<file path="config.mk">
export PLATFORM = sky130hd
export DESIGN_NAME = itr_map_cache_forwarder
export DESIGN_NICKNAME = d
export VERILOG_FILES = /design/src/rtl/core/imc_pkg.sv /design/src/rtl/core/itr_map_cache_forwarder.sv /design/src/rtl/core/imc_ram.sv /design/src/rtl/core/imc_cache.sv
export SDC_FILE = /design/constraint.sdc
export NUM_CORES = 2
export LEC_CHECK = 0
export ABC_CLOCK_PERIOD_IN_PS = 8300
export BUFFER_PORTS_ARGS = -buffer_cell sky130_fd_sc_hd__buf_2
export CORE_MARGIN = 1
export CORE_UTILIZATION = 35
export CTS_BUF_LIST = sky130_fd_sc_hd__clkbuf_4
export CTS_CLUSTER_DIAMETER = 200
export CTS_CLUSTER_SIZE = 20
export DETAILED_ROUTE_END_ITERATION = 8
export PLACE_DENSITY = 0.59
export SETUP_SLACK_MARGIN = 0.3
export SYNTH_ARGS = -nofsm -noshare
export SYNTH_HDL_FRONTEND = slang
export SYNTH_MEMORY_MAX_BITS = 65536
export SYNTH_SLANG_ARGS = --single-unit
</file>
<file path="constraint.sdc">
create_clock -name clk_i -period 8.3 [get_ports clk_i]
set_input_delay 0.415 -clock clk_i [delete_from_list [all_inputs] [get_ports clk_i]]
set_output_delay 0.415 -clock clk_i [all_outputs]
set_load 0.02 [all_outputs]
</file>
<file path="src/rtl/core/imc_pkg.sv">
// Shared types and constants for the map cache forwarder.
// Used by imc_cache, itr_map_cache_forwarder and imc_checker.
`default_nettype none

package imc_pkg;

  localparam int unsigned CacheEntriesDef = 32;
  localparam int unsigned QueueDepthDef   = 16;
  localparam int unsigned TagBitsDef      = 16;

  localparam int unsigned AddrBits    = 32;
  localparam int unsigned OutTagBits  = 16;
  localparam int unsigned CfgIdxBits  = 2;

  typedef enum logic [1:0] {
    KIND_FWD  = 2'd0,
    KIND_REQ  = 2'd1,
    KIND_DROP = 2'd2
  } kind_e;

  localparam logic [CfgIdxBits-1:0] REG_OWN_ADDRESS   = 2'd0;
  localparam logic [CfgIdxBits-1:0] REG_MAPDB_ADDRESS = 2'd1;
  localparam logic [CfgIdxBits-1:0] REG_CACHE_TTL     = 2'd2;

  typedef struct packed {
    logic [AddrBits-1:0] expiry;
    logic [AddrBits-1:0] rloc;
    logic [AddrBits-1:0] eid;
  } cache_entry_t;

  typedef struct packed {
    logic start;
    logic purge;
    logic insert;
  } cache_cmd_t;

  typedef struct packed {
    logic                done;
    logic                hit_s;
    logic                hit_d;
    logic [AddrBits-1:0] rloc_s;
    logic [AddrBits-1:0] rloc_d;
  } cache_res_t;

  typedef struct packed {
    kind_e                 kind;
    logic [OutTagBits-1:0] tag;
    logic [AddrBits-1:0]   src;
    logic [AddrBits-1:0]   dst;
    logic [AddrBits-1:0]   reid;
  } result_t;

endpackage

`default_nettype wire

</file>
<file path="src/rtl/core/itr_map_cache_forwarder.sv">
// Top level of the map cache forwarder: control sequencer, pending queue
// memory and result register. Uses imc_pkg, imc_cache and imc_ram.
//
// Usage: a packet transaction is accepted when start is high and busy is low.
// Configuration is written through cfg_we_i, cfg_idx_i and cfg_wdata_i while
// the block is idle; index 0 is the own address, 1 the mapping server address
// and 2 the cache lifetime. Results leave one per cycle on the result ports,
// marked by result_valid_o, with last_o set on the final result of a
// transaction. The receiver cannot stall; every result is shown for exactly
// one cycle.
// Sequence: every transaction starts with one scan of the cache memory, one
// entry per cycle, which purges expired entries and looks up both
// identifiers. A data packet that misses then sends its map requests and is
// queued, or dropped when the queue is full. A map reply with a nonzero
// locator inserts the mapping and rescans the cache for each queued packet;
// a reply with a zero locator drops each queued packet that names the
// replied identifier. The cache memory has a single read port, which sets
// this sequence. Each result is held until the next one or the end of the
// transaction is known and is then registered onto the result ports.
// Reset clears the valid bits, the replacement head, the queue count and the
// registers; no clearing pass is needed.
`default_nettype none

module itr_map_cache_forwarder
  import imc_pkg::*;
#(
  parameter int unsigned CACHE_ENTRIES = CacheEntriesDef,
  parameter int unsigned QUEUE_DEPTH   = QueueDepthDef,
  parameter int unsigned TAG_BITS      = TagBitsDef
) (
  input  wire logic                  clk_i,
  input  wire logic                  rst_ni,
  input  wire logic                  start,
  output logic                       busy,
  input  wire logic                  cfg_we_i,
  input  wire logic [CfgIdxBits-1:0] cfg_idx_i,
  input  wire logic [AddrBits-1:0]   cfg_wdata_i,
  input  wire logic [AddrBits-1:0]   src_addr_i,
  input  wire logic [AddrBits-1:0]   dst_addr_i,
  input  wire logic [OutTagBits-1:0] packet_tag_i,
  input  wire logic [AddrBits-1:0]   now_i,
  input  wire logic [AddrBits-1:0]   reply_eid_i,
  input  wire logic [AddrBits-1:0]   reply_rloc_i,
  output logic                       result_valid_o,
  output logic [1:0]                 kind_o,
  output logic [OutTagBits-1:0]      out_tag_o,
  output logic [AddrBits-1:0]        out_src_o,
  output logic [AddrBits-1:0]        out_dst_o,
  output logic [AddrBits-1:0]        request_eid_o,
  output logic                       last_o
);

  localparam int unsigned Qa = $clog2(QUEUE_DEPTH);
  localparam int unsigned Qc = $clog2(QUEUE_DEPTH + 1);
  localparam int unsigned Qw = 2 * AddrBits + TAG_BITS;
  localparam logic [Qc-1:0] QueueFull = Qc'(QUEUE_DEPTH);

  typedef enum logic [12:0] {
    S_IDLE   = 13'b0000000000001,
    S_SCAN   = 13'b0000000000010,
    S_REQS   = 13'b0000000000100,
    S_REQD   = 13'b0000000001000,
    S_ENQ    = 13'b0000000010000,
    S_INSERT = 13'b0000000100000,
    S_FREAD  = 13'b0000001000000,
    S_FWAIT  = 13'b0000010000000,
    S_FSCAN  = 13'b0000100000000,
    S_DREAD  = 13'b0001000000000,
    S_DWAIT  = 13'b0010000000000,
    S_FDONE  = 13'b0100000000000,
    S_FINISH = 13'b1000000000000
  } state_e;

  state_e state_q, state_d;

  logic [AddrBits-1:0] own_q, mapdb_q, ttl_q;
  logic [AddrBits-1:0] src_q, dst_q, now_q, reid_q, rrloc_q;
  logic [TAG_BITS-1:0] tag_q;
  logic                reply_q, stray_q;
  logic [Qc-1:0]       count_q, count_d, r_q, r_d, w_q, w_d;

  cache_cmd_t          cmd;
  cache_res_t          res;
  logic [AddrBits-1:0] key_s, key_d;

  logic                q_we, q_re;
  logic [Qa-1:0]       q_waddr;
  logic [Qw-1:0]       q_wdata, q_rdata;
  logic [AddrBits-1:0] q_src, q_dst;
  logic [TAG_BITS-1:0] q_tag;

  logic    emit_v, fin;
  result_t emit_r;
  logic    pend_vld_q;
  result_t pend_q;
  logic    res_vld_q, last_q;
  result_t out_q;

  assign busy = (state_q != S_IDLE);

  assign q_src = q_rdata[Qw-1 -: AddrBits];
  assign q_dst = q_rdata[TAG_BITS +: AddrBits];
  assign q_tag = q_rdata[TAG_BITS-1:0];

  assign key_s = (state_q == S_IDLE) ? src_addr_i : q_src;
  assign key_d = (state_q == S_IDLE) ? dst_addr_i : q_dst;

  imc_cache #(
    .CACHE_ENTRIES (CACHE_ENTRIES)
  ) u_cache (
    .clk_i        (clk_i),
    .rst_ni       (rst_ni),
    .cmd_i        (cmd),
    .key_s_i      (key_s),
    .key_d_i      (key_d),
    .now_i        (now_i),
    .ins_eid_i    (reid_q),
    .ins_rloc_i   (rrloc_q),
    .ins_expiry_i (now_q + ttl_q),
    .res_o        (res)
  );

  imc_ram #(
    .WIDTH (Qw),
    .DEPTH (QUEUE_DEPTH)
  ) u_queue (
    .clk_i     (clk_i),
    .wr_en_i   (q_we),
    .wr_addr_i (q_waddr),
    .wr_data_i (q_wdata),
    .rd_en_i   (q_re),
    .rd_addr_i (r_q[Qa-1:0]),
    .rd_data_o (q_rdata)
  );

  always_comb begin
    state_d = state_q;
    count_d = count_q;
    r_d     = r_q;
    w_d     = w_q;
    cmd     = '0;
    q_we    = 1'b0;
    q_re    = 1'b0;
    q_waddr = w_q[Qa-1:0];
    q_wdata = q_rdata;
    emit_v  = 1'b0;
    emit_r  = '{kind: KIND_DROP, tag: '0, src: '0, dst: '0, reid: '0};
    fin     = 1'b0;
    case (state_q)
      S_IDLE: begin
        if (start) begin
          cmd.start = 1'b1;
          cmd.purge = 1'b1;
          r_d       = '0;
          w_d       = '0;
          state_d   = S_SCAN;
        end
      end
      S_SCAN: begin
        if (res.done) begin
          if (reply_q) begin
            if (stray_q) begin
              state_d = S_FINISH;
            end else if (rrloc_q == '0) begin
              state_d = S_DREAD;
            end else begin
              state_d = S_INSERT;
            end
          end else if (res.hit_s && res.hit_d) begin
            emit_v  = 1'b1;
            emit_r  = '{kind: KIND_FWD, tag: OutTagBits'(tag_q), src: res.rloc_s,
                        dst: res.rloc_d, reid: '0};
            state_d = S_FINISH;
          end else begin
            state_d = S_REQS;
          end
        end
      end
      S_REQS: begin
        if (!res.hit_s) begin
          emit_v = 1'b1;
          emit_r = '{kind: KIND_REQ, tag: '0, src: own_q, dst: mapdb_q, reid: src_q};
        end
        state_d = S_REQD;
      end
      S_REQD: begin
        if (!res.hit_d) begin
          emit_v = 1'b1;
          emit_r = '{kind: KIND_REQ, tag: '0, src: own_q, dst: mapdb_q, reid: dst_q};
        end
        state_d = S_ENQ;
      end
      S_ENQ: begin
        if (count_q < QueueFull) begin
          q_we    = 1'b1;
          q_waddr = count_q[Qa-1:0];
          q_wdata = {src_q, dst_q, tag_q};
          count_d = count_q + 1'b1;
        end else begin
          emit_v = 1'b1;
          emit_r = '{kind: KIND_DROP, tag: OutTagBits'(tag_q), src: '0, dst: '0,
                     reid: '0};
        end
        state_d = S_FINISH;
      end
      S_INSERT: begin
        cmd.insert = 1'b1;
        state_d    = S_FREAD;
      end
      S_FREAD: begin
        if (r_q == count_q) begin
          state_d = S_FDONE;
        end else begin
          q_re    = 1'b1;
          state_d = S_FWAIT;
        end
      end
      S_FWAIT: begin
        cmd.start = 1'b1;
        state_d   = S_FSCAN;
      end
      S_FSCAN: begin
        if (res.done) begin
          if (res.hit_s && res.hit_d) begin
            emit_v = 1'b1;
            emit_r = '{kind: KIND_FWD, tag: OutTagBits'(q_tag), src: res.rloc_s,
                       dst: res.rloc_d, reid: '0};
          end else begin
            q_we = 1'b1;
            w_d  = w_q + 1'b1;
          end
          r_d     = r_q + 1'b1;
          state_d = S_FREAD;
        end
      end
      S_DREAD: begin
        if (r_q == count_q) begin
          state_d = S_FDONE;
        end else begin
          q_re    = 1'b1;
          state_d = S_DWAIT;
        end
      end
      S_DWAIT: begin
        if ((q_src == reid_q) || (q_dst == reid_q)) begin
          emit_v = 1'b1;
          emit_r = '{kind: KIND_DROP, tag: OutTagBits'(q_tag), src: '0, dst: '0,
                     reid: '0};
        end else begin
          q_we = 1'b1;
          w_d  = w_q + 1'b1;
        end
        r_d     = r_q + 1'b1;
        state_d = S_DREAD;
      end
      S_FDONE: begin
        count_d = w_q;
        state_d = S_FINISH;
      end
      S_FINISH: begin
        fin     = 1'b1;
        state_d = S_IDLE;
      end
      default: begin
        state_d = S_IDLE;
      end
    endcase
  end

  always_ff @(posedge clk_i or negedge rst_ni) begin
    if (!rst_ni) begin
      state_q    <= S_IDLE;
      count_q    <= '0;
      r_q        <= '0;
      w_q        <= '0;
      own_q      <= '0;
      mapdb_q    <= '0;
      ttl_q      <= '0;
      pend_vld_q <= 1'b0;
      res_vld_q  <= 1'b0;
    end else begin
      state_q   <= state_d;
      count_q   <= count_d;
      r_q       <= r_d;
      w_q       <= w_d;
      res_vld_q <= 1'b0;
      if (cfg_we_i) begin
        case (cfg_idx_i)
          REG_OWN_ADDRESS:   own_q   <= cfg_wdata_i;
          REG_MAPDB_ADDRESS: mapdb_q <= cfg_wdata_i;
          REG_CACHE_TTL:     ttl_q   <= cfg_wdata_i;
          default: begin
          end
        endcase
      end
      if (emit_v) begin
        pend_vld_q <= 1'b1;
        res_vld_q  <= pend_vld_q;
      end else if (fin && pend_vld_q) begin
        pend_vld_q <= 1'b0;
        res_vld_q  <= 1'b1;
      end
    end
  end

  always_ff @(posedge clk_i) begin
    if (state_q == S_IDLE && start) begin
      src_q   <= src_addr_i;
      dst_q   <= dst_addr_i;
      tag_q   <= TAG_BITS'(packet_tag_i);
      now_q   <= now_i;
      reid_q  <= reply_eid_i;
      rrloc_q <= reply_rloc_i;
      reply_q <= (dst_addr_i == own_q);
      stray_q <= (dst_addr_i == own_q) && (src_addr_i != mapdb_q);
    end
    if (emit_v) begin
      pend_q <= emit_r;
      out_q  <= pend_q;
      last_q <= 1'b0;
    end else if (fin && pend_vld_q) begin
      out_q  <= pend_q;
      last_q <= 1'b1;
    end
  end

  assign result_valid_o = res_vld_q;
  assign kind_o         = out_q.kind;
  assign out_tag_o      = out_q.tag;
  assign out_src_o      = out_q.src;
  assign out_dst_o      = out_q.dst;
  assign request_eid_o  = out_q.reid;
  assign last_o         = last_q;

endmodule

`default_nettype wire

</file>
<file path="src/rtl/core/imc_ram.sv">
// Simple dual-port synchronous RAM with registered read.
// Generic storage used by imc_cache and the top level.
`default_nettype none

module imc_ram #(
  parameter int unsigned WIDTH = 32,
  parameter int unsigned DEPTH = 32
) (
  input  wire logic                     clk_i,
  input  wire logic                     wr_en_i,
  input  wire logic [$clog2(DEPTH)-1:0] wr_addr_i,
  input  wire logic [WIDTH-1:0]         wr_data_i,
  input  wire logic                     rd_en_i,
  input  wire logic [$clog2(DEPTH)-1:0] rd_addr_i,
  output logic      [WIDTH-1:0]         rd_data_o
);

  logic [WIDTH-1:0] mem_q [DEPTH];

  always_ff @(posedge clk_i) begin
    if (wr_en_i) begin
      mem_q[wr_addr_i] <= wr_data_i;
    end
  end

  always_ff @(posedge clk_i) begin
    if (rd_en_i) begin
      rd_data_o <= mem_q[rd_addr_i];
    end
  end

endmodule

`default_nettype wire

</file>
<file path="src/rtl/core/imc_cache.sv">
// Map cache: entry memory, valid bits, replacement head and the scan engine
// that purges expired entries and looks up two identifiers. Uses imc_pkg, imc_ram.
`default_nettype none

module imc_cache
  import imc_pkg::*;
#(
  parameter int unsigned CACHE_ENTRIES = CacheEntriesDef
) (
  input  wire logic                clk_i,
  input  wire logic                rst_ni,
  input  wire cache_cmd_t          cmd_i,
  input  wire logic [AddrBits-1:0] key_s_i,
  input  wire logic [AddrBits-1:0] key_d_i,
  input  wire logic [AddrBits-1:0] now_i,
  input  wire logic [AddrBits-1:0] ins_eid_i,
  input  wire logic [AddrBits-1:0] ins_rloc_i,
  input  wire logic [AddrBits-1:0] ins_expiry_i,
  output cache_res_t               res_o
);

  localparam int unsigned Aw = $clog2(CACHE_ENTRIES);
  localparam logic [Aw-1:0] LastIdx = Aw'(CACHE_ENTRIES - 1);

  logic [CACHE_ENTRIES-1:0] valid_q;
  logic [Aw-1:0]            head_q;
  logic                     issue_on_q;
  logic [Aw-1:0]            issue_idx_q;
  logic                     rd_vld_q;
  logic [Aw-1:0]            rd_idx_q;
  logic                     purge_q;
  logic [AddrBits-1:0]      key_s_q, key_d_q, now_q;
  logic                     free_found_q;
  logic [Aw-1:0]            free_idx_q;
  logic                     done_q, hit_s_q, hit_d_q;
  logic [AddrBits-1:0]      rloc_s_q, rloc_d_q;

  logic [$bits(cache_entry_t)-1:0] rd_data;
  cache_entry_t                    rd_ent;
  cache_entry_t                    wr_ent;
  logic [Aw-1:0]                   ins_slot;
  logic                            expired;
  logic                            alive;

  assign wr_ent   = '{expiry: ins_expiry_i, rloc: ins_rloc_i, eid: ins_eid_i};
  assign ins_slot = free_found_q ? free_idx_q : head_q;

  imc_ram #(
    .WIDTH ($bits(cache_entry_t)),
    .DEPTH (CACHE_ENTRIES)
  ) u_mem (
    .clk_i     (clk_i),
    .wr_en_i   (cmd_i.insert),
    .wr_addr_i (ins_slot),
    .wr_data_i (wr_ent),
    .rd_en_i   (issue_on_q),
    .rd_addr_i (issue_idx_q),
    .rd_data_o (rd_data)
  );

  assign rd_ent  = cache_entry_t'(rd_data);
  assign expired = purge_q && valid_q[rd_idx_q] && (rd_ent.expiry < now_q);
  assign alive   = valid_q[rd_idx_q] && !expired;

  always_ff @(posedge clk_i or negedge rst_ni) begin
    if (!rst_ni) begin
      valid_q      <= '0;
      head_q       <= '0;
      issue_on_q   <= 1'b0;
      issue_idx_q  <= '0;
      rd_vld_q     <= 1'b0;
      rd_idx_q     <= '0;
      done_q       <= 1'b0;
      hit_s_q      <= 1'b0;
      hit_d_q      <= 1'b0;
      free_found_q <= 1'b0;
      free_idx_q   <= '0;
      purge_q      <= 1'b0;
    end else begin
      done_q   <= 1'b0;
      rd_vld_q <= issue_on_q;
      rd_idx_q <= issue_idx_q;
      if (issue_on_q) begin
        if (issue_idx_q == LastIdx) begin
          issue_on_q <= 1'b0;
        end else begin
          issue_idx_q <= issue_idx_q + 1'b1;
        end
      end
      if (cmd_i.start) begin
        issue_on_q   <= 1'b1;
        issue_idx_q  <= '0;
        purge_q      <= cmd_i.purge;
        hit_s_q      <= 1'b0;
        hit_d_q      <= 1'b0;
        free_found_q <= 1'b0;
      end else if (rd_vld_q) begin
        if (expired) begin
          valid_q[rd_idx_q] <= 1'b0;
        end
        if (alive && (rd_ent.eid == key_s_q) && !hit_s_q) begin
          hit_s_q <= 1'b1;
        end
        if (alive && (rd_ent.eid == key_d_q) && !hit_d_q) begin
          hit_d_q <= 1'b1;
        end
        if (!alive && !free_found_q) begin
          free_found_q <= 1'b1;
          free_idx_q   <= rd_idx_q;
        end
        done_q <= (rd_idx_q == LastIdx);
      end
      if (cmd_i.insert) begin
        valid_q[ins_slot] <= 1'b1;
        if (!free_found_q) begin
          head_q <= (head_q == LastIdx) ? '0 : head_q + 1'b1;
        end
      end
    end
  end

  always_ff @(posedge clk_i) begin
    if (cmd_i.start) begin
      key_s_q <= key_s_i;
      key_d_q <= key_d_i;
      now_q   <= now_i;
    end else if (rd_vld_q) begin
      if (alive && (rd_ent.eid == key_s_q) && !hit_s_q) begin
        rloc_s_q <= rd_ent.rloc;
      end
      if (alive && (rd_ent.eid == key_d_q) && !hit_d_q) begin
        rloc_d_q <= rd_ent.rloc;
      end
    end
  end

  assign res_o = '{done: done_q, hit_s: hit_s_q, hit_d: hit_d_q,
                   rloc_s: rloc_s_q, rloc_d: rloc_d_q};

endmodule

`default_nettype wire

</file>
==> out/metrics.csv <==
stage,metric,value,unit
clock_tree,cts_sinks,5280,
hold_path,hold_class,in -> reg,
sta,clock.fmax,168.5,MHz
final_layout,multi_input_area,0.04306,mm2
floorplanning,die-area,0.5797,mm2
final_layout,layout-drive-gt1-share,0.2773,
clock_tree,cts_buffer_depth,4,
floorplanning,core_region_area,0.5739,mm2
sta,hold_violations,0,
critical_path,crit_chain,"nor3_2, nand3_1, nor3b_1, nor2b_4, buf_4, nor3b_1, o21ai_1, nor2_4, buf_4, buf_4",
final_layout,mostFrequentLayoutCells,"edfxtp_1, mux4_2, dlygate4sd3_1",
final_layout,regArea,0.1577,mm2
synth,synth_warnings,0,
clock_tree,clock_latency,1.71,ns
sta,skew,0.2322,ns
synth,async_reset_ff_frac,0.03504,
floorplanning,io_pins,331,
sta,slew-limit-headroom,0.04858,
route,topRoutingLayerUsed,met5,
critical_path,max_stage_delay,0.87,ns
sta,fin_ws,2.365,ns
sta,drv_slew,0,
floorplanning,num_rows,278,
place,gp_congestion,0.9186,
clock_tree,post_cts_buffers,0,
floorplanning,initial_core_util,0.3517,
final_layout,nets,9932,
pwr,finalPower,0.05776,W
synth,synth.net_count,8951,
synth,synth-edff-count,5094,
critical_path,path_buf_inv,3,
status,status,"complete, no violations",
route,drc,0,
route,vias,97430,
clock_tree,h-tree-depth,5,
place,dp.cells,16390,
clock_tree,cts_made_buffers,301,
clock_tree,root_buffer,clkbuf_4,
route,dr.first_iter.drc_count,12750,
synth,ys_types,80,
synth,synth_seq_area_share,0.7809,
sta,worst_slew_pin_slew,1.427,ns
route,viasPerCell,5.612,
final_layout,areaGrowthSynthToFinish,10.40,%
run,drv_cap,0,
sta,finalCriticalPeriod,5.935,ns
sta,setup_viol,0,
route,wire_per_inst,33.62,um
final_layout,fillCellCount,50610,
grt,gr-total-overflow,0,
floorplanning,die_w,761.4,um
route,met2_length,275.1,mm
critical_path,crit_path_max_fanout,69,
grt,grt.total_usage,0.1962,
place,pre_cts_ws,2.631,ns
synth,syn-cell-area,0.2018,mm2
final_layout,final_common_cell,edfxtp_1,
synth,synth_top_flop_cell,edfxtp_1,
grt,grt_pass1_vias,96210,
synth,yosys_register_bits,5280,
grt,grt_max_degree,148,
sta,rsz0062_at_grt,no,
floorplanning,dieHeight,761.4,um
place,post-dp-hpwl,343.8,mm
critical_path,crit_path_top_delay_cell,buf_4,
synth,syn_inst,8667,
place,place_area,0.2144,mm2
critical_path,cp_common_cell,buf_4,
pwr,vdd_drop_max,0.3365,mV
synth,avgSynthCellArea,23.29,um2
route,wirelength_met1,236.9,mm
route,ant_nets,0,
clock_tree,clkTransAtPathRegs,0.24,ns
route,wirelength,583.6,mm
sta,period_share,0.7150,
final_layout,fin_area,0.2228,mm2
route,drt_pass1_iterations,6,
critical_path,cp_top_family,simple AND/OR/NAND/NOR gates,
place,portBuffers,330,
sta,fin_tns_setup,0,ns
critical_path,critPathLaunchType,flop,
pwr,power.density,259.2,mW/mm2
critical_path,critPathRequiredTime,9.49,ns
grt,antenna_found_initial,99,
grt,grt_first_pass_wirelength,798.7,mm
route,dr_wl_met3,50.55,mm
pwr,p_leak,67.92,nW
clock_tree,cts_tree,built,
critical_path,worstPathArrival,7.12,ns
critical_path,critPathKind,reg -> reg,
critical_path,crit_path_end_kind,flop,
final_layout,final_cells,17360,
[synth_stat cells (10+ instances only)]
master    count  area (um2)
a21oi_1      38       190.2
nand4_1      42       262.8
o21ai_1      25       125.1
clkbuf_1    274        1028
mux2i_1      10       100.1
nand3_1      23       115.1
nor4_1       53       331.6
nor2_1      102       382.9
edfxtp_1   5094      153000
mux2_2      263        2962
mux4_2     1363       30700
a31oi_1      10       62.56
nor3_1       21       105.1
nor3b_1      13       97.59
buf_2        58       290.3
xor2_1      170        1489
a22o_1      112       980.9
nand2b_1     17       106.4
inv_1        53       198.9
xnor2_1      65       569.3
buf_1        64       240.2
dfrtp_1     184        4604
o41ai_1      27       236.5
o21ai_0      48       240.2
ha_1         69       863.3
a21o_1       32       240.2
nand2_1     304        1141
[tightest hold or removal path, delay by kind of cell]
kind	cells	cell delay, ns
buffers and inverters	3	1.19
[flip-flops by register name, summed over array words and instances, names as in the netlist, 80 cells and up]
register and flops:
u_cache.u_mem.mem_q 3072, u_queue.mem_q 1280, pend_q 114, u_cache.u_mem.rd_data_o 96, u_queue.rd_data_o 80
[path summary, 6_finish.rpt]
path | from | end | slack (ns) | cells past startpoint
max reg2reg | state_q[3] | u_queue.mem_q[5][78] | 2.37 | 10
min in group asynchronous | rst_ni | u_cache.purge_q | 0.37 | 5
min | reply_rloc_i[6] | rrloc_q[6] | 0.16 | 3
max in group asynchronous | rst_ni | r_q[2] | 6.59 | 6
min reg2reg | pend_q[111] | out_tag_o[15] | 0.44 | 0
max | state_q[3] | u_queue.mem_q[5][78] | 2.37 | 10
[cell type report]
class                   instances  area share
flip-flops and latches       5280      0.7075
multi-input cells            2930      0.1932
well taps                    7560     0.04245
repair buffers               1079     0.04137
clock buffers                 370     0.01247
clock inverters                21    0.001263
inverters                      56   0.0009882
diodes                         64   0.0007187
[power breakdown]
part | leakage [nW] | total [W] | switching (W) | internal (W)
logic | 17.8 | 0.0141 | 0.00774 | 0.00638
clock network | 1.84 | 0.00988 | 0.00762 | 0.00226
registers | 48.3 | 0.0338 | 0.00167 | 0.0321
total | 67.9 | 0.0578 | 0.0170 | 0.0407
[metrics by stage]
step | utilization | hold WS (ns)
after floorplan | - | 0.1194
after global placement | 0.3735 | 0.4035
after detailed placement | 0.3735 | 0.4045
after CTS | 0.3880 | 0.005721
after global routing | 0.3881 | -0.01061
final | 0.3883 | 0.1600
[layer usage]
metal / vias to the layer above / track usage
met4: 44 / 0.06530
met5: - / 0
met3: 801 / 0.03776
met1: 53450 / 0.2731
met2: 4767 / 0.3115
li1: 38370 / -
[repair_timing]
action                    4_1_cts  5_1_grt
hold endpoints to repair      672        0
gates resized for setup         0        0
hold buffers                  518        0
[cells by family after synthesis]
| family | synth area share |
|---|---|
| fa+ha+maj | 0.004377 |
| mux | 0.1679 |
| compound gates | 0.01308 |
| buf+inv | 0.009026 |
| xor+xnor | 0.01020 |
| simple gates | 0.01447 |
| flops | 0.7809 |
Note: power is estimated with default switching activity, not from simulation.
